**config.mk**
```make
export PLATFORM = sky130hd
export DESIGN_NAME = gate_bus_frame_receiver
export DESIGN_NICKNAME = d
export VERILOG_FILES = /design/src/design/gbfr_pkg.sv /design/src/design/gbfr_check.sv /design/src/design/gbfr_out_reg.sv /design/src/design/gate_bus_frame_receiver.sv
export SDC_FILE = /design/constraint.sdc
export NUM_CORES = 1
export LEC_CHECK = 0
export ABC_AREA = 1
export BUFFER_PORTS_ARGS = -buffer_cell sky130_fd_sc_hd__buf_2
export CORE_MARGIN = 1.5
export CORE_UTILIZATION = 45
export CTS_BUF_LIST = sky130_fd_sc_hd__clkbuf_8 sky130_fd_sc_hd__clkbuf_16
export CTS_CLUSTER_SIZE = 16
export DETAILED_ROUTE_END_ITERATION = 7
export PLACE_DENSITY_LB_ADDON = 0.05
export RECOVER_POWER = 50
export SYNTH_ARGS = -nofsm -noshare
export SYNTH_HDL_FRONTEND = slang
export SYNTH_SLANG_ARGS = --single-unit
```
**constraint.sdc**
```tcl
create_clock -name clk -period 2.9 [get_ports clk]
set_input_delay 0.145 -clock clk [delete_from_list [all_inputs] [get_ports clk]]
set_output_delay 0.145 -clock clk [all_outputs]
set_load 0.02 [all_outputs]
```
**src/design/gbfr_pkg.sv**
```systemverilog
`default_nettype none
package gbfr_pkg;

  localparam int unsigned ByteW = 8;
  localparam int unsigned StatusW = 3;

  localparam logic [ByteW-1:0] BreakByte = 8'h00;
  localparam logic [ByteW-1:0] StartCodeReset = 8'h55;
  localparam logic [ByteW-1:0] SizeMin = 8'd8;
  localparam logic [ByteW-1:0] SizeMax = 8'd252;
  localparam logic [ByteW-1:0] PosBreak = 8'd0;
  localparam logic [ByteW-1:0] PosStart = 8'd1;
  localparam logic [ByteW-1:0] PosSize = 8'd2;
  localparam logic [ByteW-1:0] PosHdrCheck = 8'd9;

  localparam logic [StatusW-1:0] StDiscard = 3'd0;
  localparam logic [StatusW-1:0] StAccept = 3'd1;
  localparam logic [StatusW-1:0] StGood = 3'd2;
  localparam logic [StatusW-1:0] StHdrBad = 3'd3;
  localparam logic [StatusW-1:0] StPayBad = 3'd4;
  localparam logic [StatusW-1:0] StSizeBad = 3'd5;
  localparam logic [StatusW-1:0] StRange = 3'd6;

  typedef struct packed {
    logic [StatusW-1:0] status;
    logic [ByteW-1:0]   byte_position;
    logic [ByteW-1:0]   frame_byte;
  } result_t;

endpackage
`default_nettype wire

```
**src/design/gbfr_check.sv**
```systemverilog
`default_nettype none
module gbfr_check
  import gbfr_pkg::*;
(
  input  wire logic             clk,
  input  wire logic             rst_n,
  input  wire logic             cfg_wen,
  input  wire logic [ByteW-1:0] cfg_wdata,
  input  wire logic             byte_valid,
  input  wire logic [ByteW-1:0] rx_byte,
  output result_t               result
);

  logic [ByteW-1:0] sync_code_r;
  logic [ByteW-1:0] pos_r, pos_nxt;
  logic [ByteW-1:0] size_r, size_nxt;
  logic [ByteW-1:0] hxor_r, hxor_nxt;
  logic [ByteW-1:0] pxor_r, pxor_nxt;
  logic             pok_r, pok_nxt;
  logic [StatusW-1:0] st;
  logic             done;
  logic [ByteW:0]   pay_check_pos;

  // Byte S+2 carries the payload check; one more bit keeps the compare honest.
  assign pay_check_pos = {1'b0, size_r} + (ByteW+1)'(2);

  always_comb begin
    size_nxt = size_r;
    hxor_nxt = hxor_r;
    pxor_nxt = pxor_r;
    pok_nxt  = pok_r;
    done     = 1'b0;
    st       = StAccept;
    priority if (pos_r == PosBreak) begin
      if (rx_byte != BreakByte) begin
        st   = StDiscard;
        done = 1'b1;
      end
    end else if (pos_r == PosStart) begin
      if (rx_byte != sync_code_r) begin
        st   = StDiscard;
        done = 1'b1;
      end
    end else if (pos_r == PosSize) begin
      if (rx_byte < SizeMin || rx_byte > SizeMax) begin
        st   = StRange;
        done = 1'b1;
      end else begin
        size_nxt = rx_byte;
      end
    end else if (pos_r < PosHdrCheck) begin
      hxor_nxt = hxor_r ^ rx_byte;
    end else if (pos_r == PosHdrCheck) begin
      if (rx_byte != hxor_r) begin
        st   = StHdrBad;
        done = 1'b1;
      end
    end else if ({1'b0, pos_r} < pay_check_pos) begin
      pxor_nxt = pxor_r ^ rx_byte;
    end else if ({1'b0, pos_r} == pay_check_pos) begin
      pok_nxt = (rx_byte == pxor_r);
    end else begin
      // Trailer: a bad payload check outranks a size mismatch.
      if (!pok_r) begin
        st = StPayBad;
      end else if (rx_byte != size_r) begin
        st = StSizeBad;
      end else begin
        st = StGood;
      end
      done = 1'b1;
    end

    pos_nxt = pos_r + ByteW'(1);
    if (done) begin
      pos_nxt  = '0;
      size_nxt = '0;
      hxor_nxt = '0;
      pxor_nxt = '0;
      pok_nxt  = 1'b0;
    end
  end

  assign result.frame_byte    = rx_byte;
  assign result.byte_position = pos_r;
  assign result.status        = st;

  always_ff @(posedge clk) begin
    if (!rst_n) begin
      sync_code_r <= StartCodeReset;
      pos_r       <= '0;
      size_r      <= '0;
      hxor_r      <= '0;
      pxor_r      <= '0;
      pok_r       <= 1'b0;
    end else begin
      if (cfg_wen) begin
        sync_code_r <= cfg_wdata;
      end
      if (byte_valid) begin
        pos_r  <= pos_nxt;
        size_r <= size_nxt;
        hxor_r <= hxor_nxt;
        pxor_r <= pxor_nxt;
        pok_r  <= pok_nxt;
      end
    end
  end

endmodule
`default_nettype wire

```
**src/design/gbfr_out_reg.sv**
```systemverilog
`default_nettype none
module gbfr_out_reg
  import gbfr_pkg::*;
(
  input  wire logic clk,
  input  wire logic rst_n,
  input  wire logic res_valid,
  output logic      res_ready,
  input  result_t   res_in,
  output logic      out_valid,
  input  wire logic out_ready,
  output result_t   res_out
);

  logic    valid_r;
  result_t data_r;

  // A new word may enter when the register is empty or when the held one leaves in the same cycle.
  assign res_ready = !valid_r || out_ready;
  assign out_valid = valid_r;
  assign res_out   = data_r;

  always_ff @(posedge clk) begin
    if (!rst_n) begin
      valid_r <= 1'b0;
    end else if (res_ready) begin
      valid_r <= res_valid;
    end
  end

  always_ff @(posedge clk) begin
    if (res_ready && res_valid) begin
      data_r <= res_in;
    end
  end

endmodule
`default_nettype wire

```
**src/design/gate_bus_frame_receiver.sv**
```systemverilog
// Output: a word accepted at an edge is held in the output register, from which
// out_tvalid and the output fields are driven directly.
// Throughput: one word per cycle while out_tready is high; the single output register
// takes a new word when it is empty or in the same cycle that the held one is taken.
// Reset (rst_n, synchronous, active low) returns the receiver to position 0,
// clears the checksums and the output valid, and sets the start code to 0x55.
`default_nettype none
module gate_bus_frame_receiver
  import gbfr_pkg::*;
(
  input  wire logic               clk,
  input  wire logic               rst_n,
  input  wire logic               cfg_wen,
  input  wire logic [ByteW-1:0]   cfg_wdata,   // frame start code
  input  wire logic               in_tvalid,
  output logic                    in_tready,
  input  wire logic [7:0]         in_tdata,    // [7:0] rx_byte
  output logic                    out_tvalid,
  input  wire logic               out_tready,
  output logic [15:0]             out_tdata,   // [7:0] frame_byte, [15:8] byte_position
  output logic [StatusW-1:0]      out_tuser    // [2:0] status
);

  result_t res;
  result_t res_q;
  logic    accept;

  assign accept = in_tvalid && in_tready;

  gbfr_check u_check (
    .clk        (clk),
    .rst_n      (rst_n),
    .cfg_wen    (cfg_wen),
    .cfg_wdata  (cfg_wdata),
    .byte_valid (accept),
    .rx_byte    (in_tdata),
    .result     (res)
  );

  gbfr_out_reg u_out (
    .clk       (clk),
    .rst_n     (rst_n),
    .res_valid (in_tvalid),
    .res_ready (in_tready),
    .res_in    (res),
    .out_valid (out_tvalid),
    .out_ready (out_tready),
    .res_out   (res_q)
  );

  assign out_tdata = {res_q.byte_position, res_q.frame_byte};
  assign out_tuser = res_q.status;

endmodule
`default_nettype wire

```
==> out/results.txt, run 1 <==
Final wirelength = 9.17 mm
Final Slew Violations = 0
Worst-Skew Late Latency = 0.35 ns
Reg2reg end = u_check.pxor_r[4]
CTS Buffer Depth = 2
Pre-CTS setup slack = 0.0779 ns
Worst path required time = 3.19 ns
DP HPWL = 6.59 mm
Finished Layout Cells = 685
Placed insts = 659
Number of synthesized flops with an enable pin = 19
Top cell type's share of synthesized area = 0.223
Vias in the first global route = 3088
Power Density = 490 nW/um^2
Clock transition at the registers of the reported paths = 0.08 ns
CTS tree = done
Most frequent cell on the critical path = nor2_1
TritonCTS Buffers = 9
Vias per cell = 4.94
Crit-path max cell delay = 0.88 ns
Async set or reset register ratio after synthesis = 0
Top cells by area, synth = dfxtp_1 (22%), edfxtp_1 (15%), nand2_1 (14%)
Worst path top cell family by delay = simple AND/OR/NAND/NOR gates
Sink Count = 61
Setup ws final = 0.261 ns
Area of the mapped netlist = 3770 sq um
Fin util = 0.524
Fmax = 0.379 GHz
Pint = 1.40 mW
Crit path launch = u_check.pos_r[0]
Period minus WS final = 2.64 ns
Leakage = 2.01 nW
Final hold vios = 0
Syn nets = 564
RR Startpoint = u_check.pos_r[0]
Antenna viol nets, final = 0
Sw Share = 0.332
Combinational Power Share = 0.195
WS Path Type = flip-flop to flip-flop
PortBufs = 41
# diodes = 0
H-tree levels = 3
P_sw = 0.699 mW
Status = complete, no violations
Sequential area share after synthesis = 0.375
Crit-path max FO = 13
GP Congestion = 0.873
Top Ports = 42
Syn Area/Cell = 7.12 sq um
Cell taking the most area after synthesis = dfxtp_1
First-pass GRT wire length = 14.6 mm
Die width = 94.5 microns
Worst-Margin Slew = 1.16 ns
Overall power = 2.10 mW
Max cap viols = 0
Root Driver = clkbuf_8
CP Launch Type = flip-flop
Post-Synthesis Cells = 529
Slowest cell on the critical path = nor2_1
Rel. slew slack = 0.222
Final Cycle Share = 0.910
Final-report setup violation count = 0
Antenna violations before repair = 0
Synth Warn # = 0
Largest net degree at the start of global routing = 27
Share of cells above drive strength 1 = 0.136
Via count = 3381
Core Area = 8180 sq um
Crit path DAT = 2.93 ns
Initial detailed-routing violation count = 135
VDD IR max = 0.235 mV
FF+latch count, synth = 61
GRT Util Overall = 0.215
Die height = 94.5 microns
Post-synthesis cell type count = 40
Ys flop type = dfxtp_1
Global route overflow = 0
Worst hold path type = input port to flip-flop
Sequential share of power = 0.464
Worst reg2reg setup slack = 0.26 ns
First drt pass iteration count = 4
Nets = 610
Worst setup EP type = flip-flop
Layout Area Growth over Synthesis = 13.8%
Worst Clk Skew = 0.0147 ns
Starting Density = 0.461
Clk pwr share = 0.341
Std-Cell Rows = 33
Unrepaired setup endpoints after global routing = false
WL/cell = 13.4 microns
WP depth = 9
CP cell instances = inv_1 > ha_1 > nand3_1 > nor3_2 > nor2_1 > nand3_4 > nand2_2 > nand2_1 > nor2_1
Critical Path Sink = u_check.pxor_r[4]
Die ar. = 8930 sq um
Remaining DRCs = 0
Hold path startpoint = cfg_wdata[0]
R2r worst-path depth = 9
Number of buffers and inverters on the critical path = 1
[synth_stat cells (2+ instances only)]
cell type,count
nor2_2,5
xnor2_1,17
xor2_1,13
nand3_1,29
clkbuf_1,4
buf_6,4
nand2_4,2
nand4_1,15
inv_2,3
nand2_1,145
nand3_2,2
nor2_1,82
a21oi_1,13
nor3b_1,2
dfxtp_1,42
nand2_2,8
nor2_4,3
a21oi_2,2
ha_1,14
buf_2,7
edfxtp_1,19
o21ai_0,9
inv_1,67
nor3_1,3
buf_4,4
[power groups by stage]
stage	logic, mW	registers (mW)	clock network (mW)
floorplan	0.290	1.00	0
global placement	0.389	0.990	0
detailed placement	0.395	0.992	0
CTS	0.400	0.973	0.739
global route	0.467	0.981	0.780
finish	0.411	0.974	0.717
[state kept, by name, indices dropped and copies added (netlist names)]
name	count
u_out.res_out	19
u_check.pxor_r	8
u_check.pos_r	8
u_out.out_valid	1
u_check.sync_code_r	8
u_check.size_r	8
u_check.hxor_r	8
u_check.pok_r	1
[how the worst min path moves through the flow]
stage / end / slack [ns] / cells after the start
after CTS: u_check.sync_code_r[0] / 0.003 / 3
after global routing: u_check.sync_code_r[0] / 0.04 / 3
after floorplan: u_out.res_out[0] / 0.24 / 0
final: u_check.sync_code_r[0] / 0.02 / 3
after global placement: u_check.sync_code_r[2] / 0.35 / 3
after detailed placement: u_check.sync_code_r[2] / 0.36 / 3
[per-stage QoR]
step / area (sq um) / setup TNS, ns / hold slack [ns]
floorplan: 3770 / 0 / 0.244
global placement: 4000 / 0 / 0.355
detailed placement: 4000 / 0 / 0.360
CTS: 4210 / -0.00891 / 0.00336
global route: 4290 / 0 / 0.0407
finish: 4290 / 0 / 0.0159
[worst min-delay path: stages]
cell	delay, ns
buf_2	0.08
a21oi_1	0.05
o21ai_0	0.06
[layer usage]
| metal | up-vias | GRT usage | part of all wire |
|---|---|---|---|
| met5 | - | 0 | 0 |
| met4 | 0 | 0.0871 | 0.016 |
| met3 | 11 | 0.0314 | 0.031 |
| met2 | 61 | 0.376 | 0.49 |
| met1 | 1570 | 0.263 | 0.46 |
| li1 | 1739 | - | - |
[final cells by class]
type                    instances  area [sq um]
clock inverters                 7          55.1
repair buffers                 53           265
fillers                       840          3890
clock buffers                   9           124
well taps                     105           131
flip-flops and latches         61          1420
multi-input cells             377          2010
inverters                      73           278
[cells in the final DEF (no fill, tap or decap), drive strengths merged]
cell type / Yosys / routed
a21oi: 15 / 15
a31o: 1 / 1
nor3: 4 / 4
nor3b: 2 / 2
nor4: 1 / 1
o21ai: 11 / 11
dfxtp: 42 / 42
or2: 1 / 1
xor2: 13 / 13
clkbuf: 4 / 40
a22o: 1 / 1
nand2: 155 / 156
buf: 16 / 19
and3: 1 / 1
nand3: 32 / 33
dlygate4sd3: 0 / 3
nand4: 15 / 15
inv: 71 / 75
nand3b: 1 / 1
clkinvlp: 0 / 2
clkinv: 2 / 3
edfxtp: 19 / 19
xnor2: 17 / 17
ha: 14 / 14
a21boi: 1 / 1
nor2: 90 / 90
[repair_timing]
item,4_1_cts,5_1_grt
cloned,0,2
endpoints found under the hold margin,3,0
hold buffers,3,0
setup endpoints to repair,3,31
pin swaps,1,5
resized for setup,0,17
setup buffers,0,5
[cells by family (layout without fill, tap and decap cells)]
family / Yosys count / in the layout / share of synthesized area
XOR/XNOR: 30 / 30 / 0.0698
adder cells (fa/ha/maj): 14 / 14 / 0.0465
AND/OR/NAND/NOR: 302 / 304 / 0.354
AO/OA/AOI/OAI: 29 / 29 / 0.0472
buffers and inverters: 93 / 142 / 0.108
flip-flops: 61 / 61 / 0.375
Note: power is estimated with default switching activity, not from simulation.
==> run 2, diff against run 1 <==
--- a/config.mk
+++ b/config.mk
@@ -7,7 +7,7 @@
 export LEC_CHECK = 0
 export ABC_AREA = 1
 export BUFFER_PORTS_ARGS = -buffer_cell sky130_fd_sc_hd__buf_2
-export CORE_MARGIN = 1.5
+export CORE_ASPECT_RATIO = 1.1
 export CORE_UTILIZATION = 45
 export CTS_BUF_LIST = sky130_fd_sc_hd__clkbuf_8 sky130_fd_sc_hd__clkbuf_16
 export CTS_CLUSTER_SIZE = 16
==> constraint.sdc (replaced) <==
create_clock -name clk -period 3.2 [get_ports clk]
set_input_delay 0.16 -clock clk [delete_from_list [all_inputs] [get_ports clk]]
set_output_delay 0.16 -clock clk [all_outputs]
set_load 0.02 [all_outputs]
==> run 2 against run 1 <==
  * The flow now finishes with violations (max-capacitance violations, max-slew violations)
  * Register-to-register slack better by 0.06 ns
  * Clock skew down 0.0066 ns
  * Clock-buffer cell count unchanged
==> out/results.txt, run 2 (same netlist as run 1, synthesis figures left out) <==
Total of fill cells in the finished design = 831 (was 840)
R2r worst-path depth = 14 (was 9)
Largest net degree at the start of global routing = 34 (was 27)
CP cell instances = ha_1 > nand4_1 > xor2_1 > ha_1 > a21boi_0 > o21ai_2 > nand2_2 > nand2_2 > nand3_2 > nand2_4 > a21oi_2 > nand3_1 > nand2_1 > nor2_1 (was inv_1 > ha_1 > nand3_1 > nor3_2 > nor2_1 > nand3_4 > nand2_2 > nand2_1 > nor2_1)
Status = finished with violations (was complete, no violations)
Final-report setup violation count = 0 (unchanged)
Commonest non-fill, non-tap cell in the layout = nand2_1 (unchanged)
Global route overflow = 0 (unchanged)
Worst reg2reg setup slack = 0.32 ns (was 0.26 ns)
First drt pass iteration count = 4 (unchanged)
Top Ports = 42 (unchanged)
Share of cells above drive strength 1 = 0.115 (was 0.136)
CTS tree = done (unchanged)
Die width = 89.2 microns (was 94.5 microns)
Hold Crit Depth = 3 (unchanged)
Worst setup EP type = flip-flop (unchanged)
Via count = 3257 (was 3381)
GP Congestion = 0.831 (was 0.873)
Worst-Skew Late Latency = 0.35 ns (about the same)
Period minus WS final = 2.88 ns (was 2.64 ns)
Crit path DAT = 3.13 ns (was 2.93 ns)
Crit-path max FO = 25 (was 13)
Crit-path max cell delay = 0.44 ns (was 0.88 ns)
WL/cell = 12.7 microns (was 13.4 microns)
Starting Density = 0.471 (was 0.461)
Std-Cell Rows = 34 (was 33)
First-pass GRT wire length = 14.2 mm (was 14.6 mm)
H-tree levels = 3 (unchanged)
Final Cycle Share = 0.899 (was 0.910)
Max cap viols = 1 (was 0)
CTS Buffer Depth = 2 (unchanged)
Rel. slew slack = -0.0654 (was 0.222)
Final Slew Violations = 34 (was 0)
Commonest non-fill, non-tap cells in the layout = nand2_1 (145), nor2_1 (82), inv_1 (67) (was nand2_1 (143), nor2_1 (82), inv_1 (66))
Antenna viol nets, final = 0 (unchanged)
Core Area = 8000 sq um (was 8180 sq um)
Antenna violations before repair = 0 (unchanged)
GRT Util Overall = 0.213 (was 0.215)
Setup ws final = 0.324 ns (was 0.261 ns)
PortBufs = 41 (unchanged)
Worst path required time = 3.45 ns (was 3.19 ns)
# diodes = 0 (unchanged)
Power Density = 448 nW/um^2 (was 490 nW/um^2)
Clock transition at the registers of the reported paths = 0.08 ns (about the same)
Number of flip-flops under the largest register name = 19 (unchanged)
Slowest cell on the critical path = dfxtp_1 (was nor2_1)
Pre-CTS setup slack = 0.333 ns (was 0.0779 ns)
Die ar. = 8740 sq um (was 8930 sq um)
Failing checks = max-capacitance violations, max-slew violations
Sink Count = 61 (unchanged)
Leakage = 1.95 nW (was 2.01 nW)
WS Path Type = flip-flop to flip-flop (unchanged)
Worst hold path type = input port to flip-flop (unchanged)
Worst Clk Skew = 0.00810 ns (was 0.0147 ns)
Setup tns final = 0 ns (unchanged)
Nets = 603 (was 610)
TritonCTS Buffers = 9 (unchanged)
Initial detailed-routing violation count = 114 (was 135)
Overall power = 1.87 mW (was 2.10 mW)
Vias in the first global route = 3047 (was 3088)
Final hold vios = 0 (unchanged)
Worst hold slack = 0.0326 ns (was 0.0159 ns)
Unrepaired setup endpoints after global routing = false (unchanged)
CP Launch Type = flip-flop (unchanged)
Die height = 98.0 microns (was 94.5 microns)
Worst-Margin Slew = 1.60 ns (was 1.16 ns)
DP HPWL = 6.32 mm (was 6.59 mm)
Remaining DRCs = 0 (unchanged)
CTS Hold Bufs = 0 (was 3)
Fmax = 0.348 GHz (was 0.379 GHz)
Layout Area Growth over Synthesis = 10.7% (was 13.8%)
Root Driver = clkbuf_8 (unchanged)
Final wirelength = 8.64 mm (was 9.17 mm)
VDD IR max = 0.287 mV (was 0.235 mV)
Vias per cell = 4.78 (was 4.94)
## run 2: cell count changes in the layout (fill, tap and decap cells not counted), moves of 2 or more
cell           before  now
dfxtp_1            37   42
dfxtp_2             4    0
dlygate4sd3_1       3    0
nand3_4             4    1
clkinv_4            0    2
nand2_1           143  145
nand3_2             0    2
## run 2: final timing paths
path | from | end
max | u_check.size_r[1] | u_check.size_r[7]
min | cfg_wdata[2] | u_check.sync_code_r[2]
max reg2reg | u_check.size_r[1] | u_check.size_r[7]
min reg2reg | u_check.sync_code_r[1] | u_check.sync_code_r[1]
## run 2: cell type report
type,count,area (sq um),share of cell area
well taps,108,135,0.0324
flip-flops and latches,61,1410,0.339
clock buffers,9,124,0.0297
repair buffers,48,216,0.0519
clock inverters,7,56.3,0.0135
multi-input cells,375,1950,0.467
inverters,73,278,0.0666
## run 2: stage by stage
stage,cells,area [sq um],utilization
2_1_floorplan,529,3770,-
4_1_cts,676,4170,0.522
3_5_place_dp,660,3990,0.499
6_report,681,4170,0.521
5_1_grt,681,4170,0.521
3_3_place_gp,660,3990,0.499
## run 2: routing by layer
layer  share of wire  track usage
met2            0.48        0.373
met4           0.020       0.0720
met3           0.031       0.0287
met5               0            0
met1            0.47        0.263
## run 2: critical path, delay by kind of cell (launching register included)
kind / cells / cell delay, ns
simple gates: 8 / 0.87
fa+ha+maj: 2 / 0.56
compound gates: 3 / 0.75
flops: 1 / 0.44
xor+xnor: 1 / 0.16
## run 2: repair_timing
item	in CTS	in global routing
buffers inserted	0	5
endpoints found under the setup margin	0	4
gates resized for setup	0	0
endpoints found under the hold margin	0	0
## run 2: power by group
group	internal [mW]	total (mW)	switching, mW
Clock	0.290	0.641	0.351
Sequential	0.848	0.883	0.0343
Combinational	0.119	0.343	0.224
Total	1.26	1.87	0.609
